--- config.mk ---
export PLATFORM = sky130hd
export DESIGN_NAME = zero_run_range_finder
export DESIGN_NICKNAME = d
export VERILOG_FILES = /design/src/hw/rtl/zrrf_pkg.sv /design/src/hw/rtl/zrrf_front.sv /design/src/hw/rtl/zrrf_queue.sv /design/src/hw/rtl/zrrf_back.sv /design/src/hw/rtl/zero_run_range_finder.sv
export SDC_FILE = /design/constraint.sdc
export NUM_CORES = 2
export LEC_CHECK = 0
export BUFFER_PORTS_ARGS = -buffer_cell sky130_fd_sc_hd__buf_2
export CAP_MARGIN = 20
export CORE_MARGIN = 5
export CORE_UTILIZATION = 23
export DETAILED_ROUTE_END_ITERATION = 8
export GPL_TIMING_DRIVEN = 0
export PLACE_DENSITY = 0.49
export SLEW_MARGIN = 30
export SYNTH_ARGS = -nofsm -noshare
export SYNTH_HDL_FRONTEND = slang
export SYNTH_SLANG_ARGS = --single-unit
--- constraint.sdc ---
create_clock -name clk -period 15.2 [get_ports clk]
set_clock_uncertainty 0.05 [all_clocks]
set_input_delay 1.52 -clock clk [delete_from_list [all_inputs] [get_ports clk]]
set_output_delay 1.52 -clock clk [all_outputs]
set_load 0.02 [all_outputs]
--- src/hw/rtl/zrrf_pkg.sv ---
// shared types and constants for the zero run range finder
`default_nettype none
package zrrf_pkg;

  localparam int POS_BITS   = 48;
  localparam int MIN_BITS   = 32;
  localparam int SHIFT_BITS = 5;
  localparam int BYTE_BITS  = 8;

  localparam logic [POS_BITS-1:0] POS_MAX = '1;

  localparam logic [MIN_BITS-1:0]   MIN_RUN_RESET = MIN_BITS'(4096);
  localparam logic [SHIFT_BITS-1:0] SHIFT_RESET   = SHIFT_BITS'(12);

  localparam int CFG_ADDR_BITS = 1;
  localparam logic [CFG_ADDR_BITS-1:0] REG_MIN_RUN = 1'b0;
  localparam logic [CFG_ADDR_BITS-1:0] REG_CLUSTER = 1'b1;

  localparam int QDEPTH     = 4;
  localparam int QPTR_BITS  = $clog2(QDEPTH);
  localparam int QCNT_BITS  = $clog2(QDEPTH + 1);

  localparam int OUT_TDATA_BITS = 2 * POS_BITS;

  // a closed run, or the end of the stream, handed from front to back
  typedef struct packed {
    logic                run_open;
    logic [POS_BITS-1:0] run_begin;
    logic [POS_BITS-1:0] run_count;
    logic                last;
  } zrrf_event_t;

  function automatic logic [POS_BITS-1:0] sat_inc(input logic [POS_BITS-1:0] x);
    sat_inc = (x == POS_MAX) ? x : x + POS_BITS'(1);
  endfunction

endpackage
`default_nettype wire

--- src/hw/rtl/zrrf_front.sv ---
// front end: byte position, run tracking, close events
`default_nettype none
module zrrf_front (
  input  wire logic                           clk,
  input  wire logic                           rst,
  input  wire logic                           s_tvalid,
  output logic                                s_tready,
  input  wire logic [zrrf_pkg::BYTE_BITS-1:0] s_tdata,
  input  wire logic                           s_tlast,
  input  wire logic                           q_full,
  output logic                                push,
  output zrrf_pkg::zrrf_event_t               push_event
);

  logic [zrrf_pkg::POS_BITS-1:0] byte_position;
  logic [zrrf_pkg::POS_BITS-1:0] run_begin;
  logic [zrrf_pkg::POS_BITS-1:0] run_count;
  logic                          in_zero_run;

  logic                          accept;
  logic                          is_zero;
  logic [zrrf_pkg::POS_BITS-1:0] begin_base;
  logic [zrrf_pkg::POS_BITS-1:0] count_inc;

  assign s_tready = !q_full;
  assign accept   = s_tvalid && s_tready;
  assign is_zero  = (s_tdata == '0);

  assign begin_base = in_zero_run ? run_begin : byte_position;
  assign count_inc  = zrrf_pkg::sat_inc(in_zero_run ? run_count : '0);

  // a zero byte extends the run before any close on the last byte
  always_comb begin
    push_event.last = s_tlast;
    if (is_zero) begin
      push_event.run_open  = 1'b1;
      push_event.run_begin = begin_base;
      push_event.run_count = count_inc;
    end else begin
      push_event.run_open  = in_zero_run;
      push_event.run_begin = run_begin;
      push_event.run_count = run_count;
    end
  end

  assign push = accept && (s_tlast || (!is_zero && in_zero_run));

  always_ff @(posedge clk) begin
    if (rst) begin
      byte_position <= '0;
      run_begin     <= '0;
      run_count     <= '0;
      in_zero_run   <= 1'b0;
    end else if (accept) begin
      if (s_tlast) begin
        byte_position <= '0;
        run_begin     <= '0;
        run_count     <= '0;
        in_zero_run   <= 1'b0;
      end else begin
        byte_position <= zrrf_pkg::sat_inc(byte_position);
        if (is_zero) begin
          run_begin   <= begin_base;
          run_count   <= count_inc;
          in_zero_run <= 1'b1;
        end else begin
          in_zero_run <= 1'b0;
        end
      end
    end
  end

endmodule
`default_nettype wire

--- src/hw/rtl/zrrf_queue.sv ---
// short event queue between front and back
`default_nettype none
module zrrf_queue (
  input  wire logic                  clk,
  input  wire logic                  rst,
  input  wire logic                  push,
  input  wire zrrf_pkg::zrrf_event_t push_event,
  output logic                       full,
  input  wire logic                  pop,
  output zrrf_pkg::zrrf_event_t      head,
  output logic                       nonempty
);

  zrrf_pkg::zrrf_event_t store [zrrf_pkg::QDEPTH];

  logic [zrrf_pkg::QPTR_BITS-1:0] wr_ptr;
  logic [zrrf_pkg::QPTR_BITS-1:0] rd_ptr;
  logic [zrrf_pkg::QCNT_BITS-1:0] count;

  assign full     = (count == zrrf_pkg::QCNT_BITS'(zrrf_pkg::QDEPTH));
  assign nonempty = (count != '0);
  assign head     = store[rd_ptr];

  always_ff @(posedge clk) begin
    if (push) begin
      store[wr_ptr] <= push_event;
    end
  end

  always_ff @(posedge clk) begin
    if (rst) begin
      wr_ptr <= '0;
      rd_ptr <= '0;
      count  <= '0;
    end else begin
      if (push) begin
        wr_ptr <= wr_ptr + zrrf_pkg::QPTR_BITS'(1);
      end
      if (pop) begin
        rd_ptr <= rd_ptr + zrrf_pkg::QPTR_BITS'(1);
      end
      case ({push, pop})
        2'b10:   count <= count + zrrf_pkg::QCNT_BITS'(1);
        2'b01:   count <= count - zrrf_pkg::QCNT_BITS'(1);
        default: count <= count;
      endcase
    end
  end

endmodule
`default_nettype wire

--- src/hw/rtl/zrrf_back.sv ---
// back end: qualify, align to clusters, output register
`default_nettype none
module zrrf_back (
  input  wire logic                             clk,
  input  wire logic                             rst,
  input  wire logic [zrrf_pkg::MIN_BITS-1:0]    min_run_length,
  input  wire logic [zrrf_pkg::SHIFT_BITS-1:0]  cluster_shift,
  input  wire zrrf_pkg::zrrf_event_t            head,
  input  wire logic                             nonempty,
  output logic                                  pop,
  output logic                                  m_tvalid,
  input  wire logic                             m_tready,
  output logic [zrrf_pkg::OUT_TDATA_BITS-1:0]   m_tdata,
  output logic                                  m_tuser,
  output logic                                  m_tlast
);

  localparam int PB = zrrf_pkg::POS_BITS;

  // stage 1 compute
  logic          qual;
  logic [PB:0]   end_sum;
  logic [PB-1:0] run_end;
  logic [PB-1:0] csize;
  logic [PB-1:0] cmask;
  logic [PB-1:0] lo_base;
  logic          need_round;
  logic          round_ovf;
  logic [PB-1:0] lo_next;
  logic [PB-1:0] hi_next;
  logic          keep_next;

  // stage 1 registers
  logic          s1_valid;
  logic          s1_keep;
  logic          s1_last;
  logic [PB-1:0] s1_lo;
  logic [PB-1:0] s1_hi;

  // output register
  logic          out_valid;
  logic          out_range;
  logic          out_last;
  logic [PB-1:0] out_start;
  logic [PB-1:0] out_len;

  logic          range_ok;
  logic          emit;
  logic          out_load;
  logic          s1_move;
  logic          s1_load;

  assign qual    = head.run_open &&
                   (head.run_count >= PB'(min_run_length));
  assign end_sum = {1'b0, head.run_begin} + {1'b0, head.run_count};
  assign run_end = end_sum[PB] ? zrrf_pkg::POS_MAX : end_sum[PB-1:0];

  assign csize      = PB'(1) << cluster_shift;
  assign cmask      = csize - PB'(1);
  assign lo_base    = head.run_begin & ~cmask;
  assign need_round = |(head.run_begin & cmask);
  assign round_ovf  = lo_base > (zrrf_pkg::POS_MAX - csize);
  assign lo_next    = need_round ? lo_base + csize : lo_base;
  assign hi_next    = run_end & ~cmask;
  assign keep_next  = qual && !(need_round && round_ovf);

  assign range_ok = s1_keep && (s1_hi > s1_lo);
  assign emit     = range_ok || s1_last;
  assign out_load = s1_valid && emit && (!out_valid || m_tready);
  assign s1_move  = s1_valid && (!emit || !out_valid || m_tready);
  assign s1_load  = !s1_valid || s1_move;
  assign pop      = nonempty && s1_load;

  always_ff @(posedge clk) begin
    if (rst) begin
      s1_valid <= 1'b0;
    end else if (s1_load) begin
      s1_valid <= nonempty;
    end
  end

  always_ff @(posedge clk) begin
    if (pop) begin
      s1_keep <= keep_next;
      s1_last <= head.last;
      s1_lo   <= lo_next;
      s1_hi   <= hi_next;
    end
  end

  always_ff @(posedge clk) begin
    if (rst) begin
      out_valid <= 1'b0;
    end else if (out_load) begin
      out_valid <= 1'b1;
    end else if (m_tready) begin
      out_valid <= 1'b0;
    end
  end

  // range fields read as zero when no range is carried
  always_ff @(posedge clk) begin
    if (out_load) begin
      out_range <= range_ok;
      out_last  <= s1_last;
      out_start <= range_ok ? s1_lo : '0;
      out_len   <= range_ok ? s1_hi - s1_lo : '0;
    end
  end

  assign m_tvalid = out_valid;
  assign m_tdata  = {out_len, out_start};
  assign m_tuser  = out_range;
  assign m_tlast  = out_last;

endmodule
`default_nettype wire

--- src/hw/rtl/zero_run_range_finder.sv ---
// top level of the zero run range finder
//
//  channel | dir | handshake          | payload
//  s_      | in  | s_tvalid/s_tready  | tdata[7:0] data_byte, tlast last_byte
//  m_      | out | m_tvalid/m_tready  | tdata[47:0] range_start, [95:48] range_length,
//          |     |                    | tuser range_valid, tlast stream_end
//  cfg_    | in  | cfg_we             | cfg_addr register index, cfg_data value
//
// one byte is taken every cycle while the queue is not full; the per-byte run update sits in the front end
// a result passes through the queue, the align stage and the output register
// a four-entry event queue lets the front keep taking bytes while the output stalls
// rst is synchronous; it clears position, run state, queue and both back stages
// s_tready drops only when the queue is full
`default_nettype none
module zero_run_range_finder (
  input  wire logic                                 clk,
  input  wire logic                                 rst,
  input  wire logic                                 s_tvalid,
  output logic                                      s_tready,
  input  wire logic [zrrf_pkg::BYTE_BITS-1:0]       s_tdata,   // data_byte
  input  wire logic                                 s_tlast,
  output logic                                      m_tvalid,
  input  wire logic                                 m_tready,
  output logic [zrrf_pkg::OUT_TDATA_BITS-1:0]       m_tdata,   // range_start, range_length
  output logic                                      m_tuser,   // range_valid
  output logic                                      m_tlast,
  input  wire logic                                 cfg_we,
  input  wire logic [zrrf_pkg::CFG_ADDR_BITS-1:0]   cfg_addr,
  input  wire logic [zrrf_pkg::MIN_BITS-1:0]        cfg_data
);

  localparam int PB = zrrf_pkg::POS_BITS;

  logic [zrrf_pkg::MIN_BITS-1:0]   min_run_length;
  logic [zrrf_pkg::SHIFT_BITS-1:0] cluster_shift;

  logic                  q_full;
  logic                  q_nonempty;
  logic                  push;
  logic                  pop;
  zrrf_pkg::zrrf_event_t push_event;
  zrrf_pkg::zrrf_event_t head;

  always_ff @(posedge clk) begin
    if (rst) begin
      min_run_length <= zrrf_pkg::MIN_RUN_RESET;
      cluster_shift  <= zrrf_pkg::SHIFT_RESET;
    end else if (cfg_we) begin
      unique case (cfg_addr)
        zrrf_pkg::REG_MIN_RUN: min_run_length <= cfg_data;
        zrrf_pkg::REG_CLUSTER: cluster_shift  <= cfg_data[zrrf_pkg::SHIFT_BITS-1:0];
        default: ;
      endcase
    end
  end

  zrrf_front u_front (
    .clk        (clk),
    .rst        (rst),
    .s_tvalid   (s_tvalid),
    .s_tready   (s_tready),
    .s_tdata    (s_tdata),
    .s_tlast    (s_tlast),
    .q_full     (q_full),
    .push       (push),
    .push_event (push_event)
  );

  zrrf_queue u_queue (
    .clk        (clk),
    .rst        (rst),
    .push       (push),
    .push_event (push_event),
    .full       (q_full),
    .pop        (pop),
    .head       (head),
    .nonempty   (q_nonempty)
  );

  zrrf_back u_back (
    .clk            (clk),
    .rst            (rst),
    .min_run_length (min_run_length),
    .cluster_shift  (cluster_shift),
    .head           (head),
    .nonempty       (q_nonempty),
    .pop            (pop),
    .m_tvalid       (m_tvalid),
    .m_tready       (m_tready),
    .m_tdata        (m_tdata),
    .m_tuser        (m_tuser),
    .m_tlast        (m_tlast)
  );

  // a reported range is never empty
  a_range_nonempty: assert property (@(posedge clk) disable iff (rst)
    m_tvalid && m_tuser |-> m_tdata[2*PB-1:PB] != '0)
    else $error("empty range reported");

  // a reported range starts on a cluster boundary
  a_range_aligned: assert property (@(posedge clk) disable iff (rst)
    m_tvalid && m_tuser |->
      ((m_tdata[PB-1:0] >> cluster_shift) << cluster_shift) == m_tdata[PB-1:0])
    else $error("range start not cluster aligned");

  // without a range, range fields are zero
  a_no_range_zero: assert property (@(posedge clk) disable iff (rst)
    m_tvalid && !m_tuser |-> m_tdata == '0)
    else $error("range fields set without a range");

  // a result without a range only comes from the end of the stream
  a_end_or_range: assert property (@(posedge clk) disable iff (rst)
    m_tvalid |-> m_tuser || m_tlast)
    else $error("result carries neither range nor stream end");

endmodule
`default_nettype wire
---- Word level (Yosys, flattened, before mapping) ----
Memory sizes are Yosys's and may differ from the RTL's. A register that Yosys moved wholly into a read port is not among the register bits.
Index checks and enable logic that the tools add are counted.
word-level totals
  output and inout port bits .............. 100
  logic and storage cells ................. 100
  memories ................................ 1
  RAM bits ................................ 392
  register bits ........................... 387
  bits of input ports ..................... 47
  bits in read-only memories .............. 0
  latch bits .............................. 0
memory list
  memory         depth  width  read ports  clocked after memory_dff  write ports  line              RTL
  u_queue.store  4      98     1           1                         1            zrrf_queue.sv:14  zrrf_pkg::zrrf_event_t store [zrrf_pkg::QDEPTH];
cells by class
  multipliers ............................. 0
  equal/unequal tests ..................... 6
  add/sub/neg operators ................... 11
  reductions and logical operators ........ 33
  mux-type cells .......................... 21
  magnitude comparators ................... 3
  div/mod/pow operators ................... 0
  shifts and indexed selects .............. 1
  bitwise operators ....................... 5
operators by type and width
  cell                                                 number
  two-way mux 48 bit                                   11
  bitwise AND 48 bit                                   3
  two-way mux 97 bit                                   1
  adder 48 x 1 -> 48 bit (second input constant)       2
  == test 48 bit (second input constant)               2
  > comparator 48 bit                                  2
  adder 48 x 48 -> 49 bit                              1
  adder 48 bit                                         1
  greater-or-equal comparator 48 x 32 -> 1 bit         1
  NOT 48 bit                                           1
  OR reduction 48 bit                                  1
  left shift 1 x 5 -> 48 bit (first input constant)    1
  subtractor 48 x 1 -> 48 bit (second input constant)  1
  subtractor 48 bit                                    1
  subtractor 48 bit (first input constant)             1
  logical AND 1 bit                                    11
  zero test 8 bit                                      1
  AND reduction 2 bit                                  4
  zero test 1 bit                                      6
  logical OR 1 bit                                     6
  two-way mux 1 bit                                    6
  one-hot mux 3 bit (2 select lines)                   1
  nonzero test 2 bit                                   3
  adder 2 x 1 -> 2 bit (second input constant)         2
  other kinds (9)                                      10

---- Logic depth before layout (Yosys ltp) ----
  depth after elaboration ................. 11
  depth in mapped cells ................... 23
  depth with buffers taken out ............ 19

---- Modules after synthesis ----
From an unflattened synthesis, not the netlist that was laid out.
unflattened totals
  cells, all modules ...................... 3,712
  area total of the unflattened synthesis .. 41,691.2 um^2
by module, submodules not included
  module                 area each (um^2)  instances  cells an instance
  zrrf_back              16,748.6          1          1,867
  zrrf_queue             14,551.5          1          559
  zrrf_front             8,753.4           1          1,124
  zero_run_range_finder  1,637.8           1          162

---- Worst setup path after synthesis ----
No wires, ideal clock.
  path type ............................... register to register
  start ................................... register u_back.s1_hi[5]
  end ..................................... register u_queue.count[2] (netlist name)
  required time ........................... 15.080 ns
  stages on the path, launching flop included .. 18
  setup time .............................. 0.070 ns
  path buffers ............................ 0
  arrival time ............................ 8.066 ns
  setup slack ............................. 7.014 ns
  path through ............................ edfxtp_1 ha_1 a21o_1 a21oi_1 nor2b_1 o31a_1 o21ai_0 and2_1 o21ai_0 o21ai_0 a211oi_1 nor2_1 ha_1 inv_1 fa_1 xor2_1 or3_1 a21oi_1
on the way
  word-level cells in the longest chain between the ends .. 11
RTL lines
  element                                                                   line                         RTL
  start: declaration                                                        zrrf_back.sv:38              logic [PB-1:0] s1_hi;
  start signal: assignment                                                  zrrf_back.sv:87              s1_hi <= hi_next;
  > comparator 48 bit (*)                                                   zrrf_back.sv:67              assign range_ok = s1_keep && (s1_hi > s1_lo);
  logical AND 1 bit (*)                                                     zrrf_back.sv:67
  logical OR 1 bit (*)                                                      zrrf_back.sv:68              assign emit = range_ok || s1_last;
  zero test 1 bit (*)                                                       zrrf_back.sv:70              assign s1_move = s1_valid && (!emit || !out_valid || m_tready);
  logical OR 1 bit (*) (2 in series)                                        zrrf_back.sv:70
  logical AND 1 bit (*)                                                     zrrf_back.sv:70
  logical OR 1 bit (*)                                                      zrrf_back.sv:71              assign s1_load = !s1_valid || s1_move;
  logical AND 1 bit (*)                                                     zrrf_back.sv:72              assign pop = nonempty && s1_load;
  via pop                                                                   zero_run_range_finder.sv:40  logic pop;
  == test 2 x 1 -> 1 bit or == test 2 bit (tied branches)                   zrrf_queue.sv:42             case ({push, pop})
  one-hot mux 3 bit (2 select lines) or nonzero test 2 bit (tied branches)  -
  end signal: assignment                                                    zrrf_queue.sv:43             2'b10: count <= count + zrrf_pkg::QCNT_BITS'(1);
  end signal: assignment                                                    zrrf_queue.sv:44             2'b01: count <= count - zrrf_pkg::QCNT_BITS'(1);
  end signal: assignment                                                    zrrf_queue.sv:45             default: count <= count;
  end: declaration                                                          zrrf_queue.sv:18             logic [zrrf_pkg::QCNT_BITS-1:0] count;
The timed path passes the listed nets; every way through them passes the cells marked *.
A chain may end at the register's enable or synchronous reset.

==> results by stage <==
Worst setup path:
- The critical path runs through a total of 21 cells.
- The reg-to-reg setup timing slack is around 5.9 ns.
- The cell that appears most often on the critical path is sky130_fd_sc_hd__clkbuf_1.
- For the worst setup path, the data required time is between 15 and 20 ns.
- The number of buffers and inverters on the critical path is 8.
- The element type at the critical path end is a flip-flop.
- Data on the critical path arrives at its endpoint at 9.62 ns.
- The top fanout value on the critical path is 10.
- The signal on the critical path passes through buf_2 > clkbuf_1 > buf_2 > buf_1 > clkbuf_1 > clkbuf_1 > clkbuf_1 > mux4_2 > ha_1 > nor2b_1 > o21a_1 > o21a_1 > o31ai_1 > a21o_1 > a2111oi_1 > o2111ai_1 > nand2_1 > a41o_1 > nor2_1 > clkbuf_1 > a22oi_1.
- The kind of critical path is flip-flop to flip-flop.
- On the critical path the largest part of the delay comes from buffers and inverters.
- The cell at the slowest stage of the critical path is sky130_fd_sc_hd__nor2_1.
- The worst flop-to-flop path endpoint is u_back.s1_hi[25]$_DFFE_PP_.
- The worst reg2reg path depth is 21.
- For this run, the slowest stage of the critical path takes between 0.6 and 0.7 ns.
- The type of origin of the critical path is a flip-flop.

Final layout:
- The final cell utilization of the core is 27.09%.
- Of the cells placed in the final design, the portion with a size suffix greater than 1 is 13.12%.
- After the last flow step, the layout net total stands at 4,174.
- The layout overhead on the synthesized area is 17.08%.

Outcome:
- The flow ran to the end, and the final reports show no timing, DRC or antenna violations.

Synthesis:
- The simple-gate portion of the synthesized area is between 10 and 15%.
- The cell area that synthesis handed to floorplanning was 40,750 µm².
- The combinational family with the most area after synthesis is compound AO/OA/AOI/OAI gates.
- The compound-cell area share of the yosys netlist is between 10% and 20%.
- In the synthesized netlist the dominant register cell turns out to be sky130_fd_sc_hd__edfxtp_1.
- After synthesis the netlist holds a flip-flop and latch count of 781.
- The async set-reset flop share out of synthesis is 0%.
- Synthesis handed over a netlist of approximately 3,700 instances.
- Synthesis produced a netlist with a net count of 3,923.
- The share of the synthesized netlist area taken by xor and xnor gates is 3.718%.
- Yosys mapped a number of flops with a built-in enable equal to 588.
- The sequential element share of the synthesized area is around 53%.
- The mux cell area share after synthesis is 7.735%.
- The average instance area after synthesis is 10.99 µm².
- The netlist uses 90 different library cells.
- The adder and majority cell fraction of the synthesized area is under 10%.
- Yosys printed 0 warnings.

Drt:
- In the final routed layout, each cell accounts on average for 20.25 µm.
- The number of remaining DRC errors is 0.
- The ratio of routed vias to standard cells is between 4 and 5.
- The final wirelength is roughly 130 mm.
- The DRC violation total after the first TritonRoute iteration is about 2,000.
- The number of nets with antenna violations after routing is 0.
- For this block, the via count after detailed routing is 29,700.
- The first TritonRoute pass finished after 6 iterations.

Die:
- From left edge to right edge, the die measures 430.9 µm.
- 147 I/O pins were placed.
- In this run the vertical extent of the chip is 430.9 µm.
- The number of placement rows is 154.
- The area of the core region is 176,100 µm².
- The die covers 185,700 µm².
- Once the floorplan was initialized, standard cells occupied 23.14% of the core.

Global route:
- The number of global-route vias before repair is 29,590.
- The number of antenna violations at the first check in global routing is 13.
- The first-pass GRT wire length is 191.2 mm.
- The total grt overflow is 0.
- The overall routing resource usage is 13.48%.
- Entering global routing, the biggest net connects just over 40 pins.

Hold path:
- The class of the most critical hold timing path is flip-flop to flip-flop.
- For hold timing, the worst endpoint is min_run_length[10]$_SDFFE_PP0P_.
- Counting instances, the worst hold path has a depth of 2.
- The startpoint of the lowest-slack hold path is min_run_length[10]$_SDFFE_PP0P_.

Power and ir drop:
- The clock network fraction of design power is 23.4%.
- The worst-case IR drop observed on VDD is 0.0001021 V.
- Combinational logic burns 45.0% of the power.
- The internal power of the cells totals 5.376 mW.
- Net switching is 39.41% of the power.
- After layout, the design draws a total of 8.873 mW.
- For this design the static power due to leakage is around 17 nW.
- Summed over all nets, the switching power comes to 3.497 mW.
- In this run, flip-flops and latches consume 31.6% of the power.
- The power density over cell area is about 190 nW/µm².

Clock network:
- The maximum root-to-sink buffer count is 3.
- Clock-pin slew was measured on the worst setup and hold paths at 0.06 ns.
- Clock tree synthesis found a total of 781 sinks.
- The number of buffers added by the clock tree synthesis step is between 80 and 90.
- Post-CTS repair changed the size of 0 cells.
- The buffer type at the clock tree root is sky130_fd_sc_hd__clkbuf_16.
- CTS built an H-tree with a depth of 3.
- The later pin in the worst-skew pair is clocked with a latency of ~0.68 ns.
- The cts-stage hold buffer count is 0.
- The number of buffers inserted by post-CTS setup repair is 0.
- The CTS tree is yes.

STA:
- The total negative slack is 0 ns.
- Setup repair after global routing left no endpoint under its margin.
- The final critical path takes up 61.45% of the cycle.
- The final-report max-slew violation count is 0.
- The worst-margin pin slew is between 1 and 1.5 ns.
- The number of hold-slack violations in the final timing report is 0.
- The normalized max-slew margin is between 20% and 30%.
- Counting I/O delays and the setup requirement, the final critical path takes 9.341 ns.
- Once routing completed, OpenROAD measured the worst setup slack at about 5.9 ns.
- The total setup violations reported at the end of the flow is 0.
- The highest achievable clock rate is 0.1071 GHz.

Placement:
- The estimated wirelength of the detail-placed design is 100.2 mm.
- The global placer's final weighted congestion is 0.9066.
- The quantity of I/O buffers inserted on ports is 146.
- OpenSTA, run right after detailed placement, puts the worst setup slack at 5.818 ns.

Job:
- Across the run, the number of max-cap violations was 0.
==> tightest hold or removal path: cells and delay by family (launching register included) <==
kind               cells  cell delay, ns
DFF                    1            0.30
and+or+nand+nor        1            0.05
AOI/OAI and AO/OA      1            0.05
==> how the worst max path moves through the flow <==
stage / startpoint / end / slack (ns)
after floorplan: u_back.s1_hi[5]$_DFFE_PP_ / u_queue.count[2]$_SDFFE_PP0P_ / 7.01
after global placement: u_back.s1_lo[0]$_DFFE_PP_ / u_queue.count[2]$_SDFFE_PP0P_ / 3.61
after detailed placement: flip-flop / u_back.s1_hi[8]$_DFFE_PP_ / 5.82
after CTS: flip-flop / u_back.s1_hi[25]$_DFFE_PP_ / 5.79
after global routing: flip-flop / u_back.s1_hi[25]$_DFFE_PP_ / 5.48
final: flip-flop / u_back.s1_hi[25]$_DFFE_PP_ / 5.86
==> area by class of cell <==
cell class	instances	area [µm²]
Tap cell	2340	2928
Timing Repair Buffer	163	1156
Fill cell	18470	128400
Clock buffer	112	2311
Antenna cell	1	2.502
Buffer	198	787.0
Clock inverter	50	510.5
Multi-Input combinational cell	2580	17930
Sequential cell	781	21520
Inverter	149	559.3
==> power groups by stage <==
stage | clock (mW) | combinational (mW) | sequential (mW)
global placement | 0 | 3.91 | 2.91
floorplan | 0 | 2.62 | 2.96
finish | 2.08 | 3.99 | 2.80
detailed placement | 0 | 3.98 | 2.85
global route | 2.23 | 4.39 | 2.83
CTS | 2.14 | 4.00 | 2.81
==> layout by cell type (no fill, tap or decap), types with 16 or more instances in the layout <==
cell and instances:
sky130_fd_sc_hd__a31oi_1 17, sky130_fd_sc_hd__a21boi_0 24, sky130_fd_sc_hd__clkbuf_16 87, sky130_fd_sc_hd__nand4_1 58, sky130_fd_sc_hd__clkbuf_1 175, sky130_fd_sc_hd__nor3_1 85
sky130_fd_sc_hd__nand2b_1 31, sky130_fd_sc_hd__a22oi_1 63, sky130_fd_sc_hd__inv_1 148, sky130_fd_sc_hd__and2_1 38, sky130_fd_sc_hd__and3_1 40, sky130_fd_sc_hd__mux2_2 69
sky130_fd_sc_hd__nor2_1 374, sky130_fd_sc_hd__nand3_1 82, sky130_fd_sc_hd__dfxtp_1 193, sky130_fd_sc_hd__o21a_1 16, sky130_fd_sc_hd__nor2b_1 44, sky130_fd_sc_hd__buf_1 19
sky130_fd_sc_hd__mux4_2 99, sky130_fd_sc_hd__clkinv_1 17, sky130_fd_sc_hd__nand2_1 325, sky130_fd_sc_hd__a21oi_1 307, sky130_fd_sc_hd__or3_1 22, sky130_fd_sc_hd__nor4_1 18
sky130_fd_sc_hd__a21o_1 115, sky130_fd_sc_hd__edfxtp_1 588, sky130_fd_sc_hd__o21ai_0 160, sky130_fd_sc_hd__buf_2 167, sky130_fd_sc_hd__o21bai_1 16, sky130_fd_sc_hd__xor2_1 77
sky130_fd_sc_hd__ha_1 165, sky130_fd_sc_hd__xnor2_1 96, sky130_fd_sc_hd__a211oi_1 18
==> sequential cells by signal, indices dropped and copies added (netlist names), 2 cells and up, named ones only <==
register,flops
u_queue.wr_ptr,2
u_front.byte_position,48
u_queue.store,392
u_queue.rd_ptr,2
u_front.run_count,48
u_back.s1_lo,48
u_back.out_len,48
u_queue.count,3
u_back.out_start,48
u_front.run_begin,48
u_back.s1_hi,48
min_run_length,32
cluster_shift,5
==> metal layers <==
layer	global-route usage [%]	wire length [µm]
met5	0	7
met4	4.841	5211
met3	1.930	5547
met2	23.09	62070
met1	17.32	56210
==> kinds of logic (layout without fill, tap and decap cells) <==
group	Yosys count	count (layout)
buf+inv	347	672
simple gates	1182	1182
fa+ha+maj	168	168
other cells	0	1
compound gates	875	875
mux	182	182
flops	781	781
xor+xnor	173	173
==> per-stage QoR <==
| step | instances | hold slack (ns) | instance area [µm²] |
|---|---|---|---|
| after detailed placement | 6211 | 0.4003 | 44880 |
| after floorplan | 3708 | 0.3863 | 40750 |
| after CTS | 6373 | 0.4083 | 47700 |
| after global placement | 6194 | 0.3997 | 44410 |
| final | 6374 | 0.4066 | 47710 |
| after global routing | 6373 | 0.4248 | 47700 |
==> synth_stat cells, drive strengths merged, types with 15 or more instances <==
cell type	n	share of area, %
and2	46	0.71
o21bai	16	0.29
and3	40	0.61
nor3	86	1.1
edfxtp	588	43
mux2	70	1.9
nor2	376	3.5
o21ai	163	2.0
a21o	115	2.1
nand4	58	0.89
a21oi	309	3.8
mux4	99	5.5
xor2	77	1.7
dfxtp	193	9.5
nor2b	44	0.68
nor4	19	0.31
a22oi	63	1.2
a21boi	24	0.44
nand2	325	3.0
ha	165	5.1
nand2b	31	0.48
clkbuf	156	1.4
buf	42	0.49
a211oi	20	0.38
or3	22	0.34
xnor2	96	2.1
inv	148	1.4
nand3	82	1.0
o31ai	15	0.28
a31oi	18	0.29
o21a	16	0.29
No activity file was read; power rests on OpenSTA's default activity.
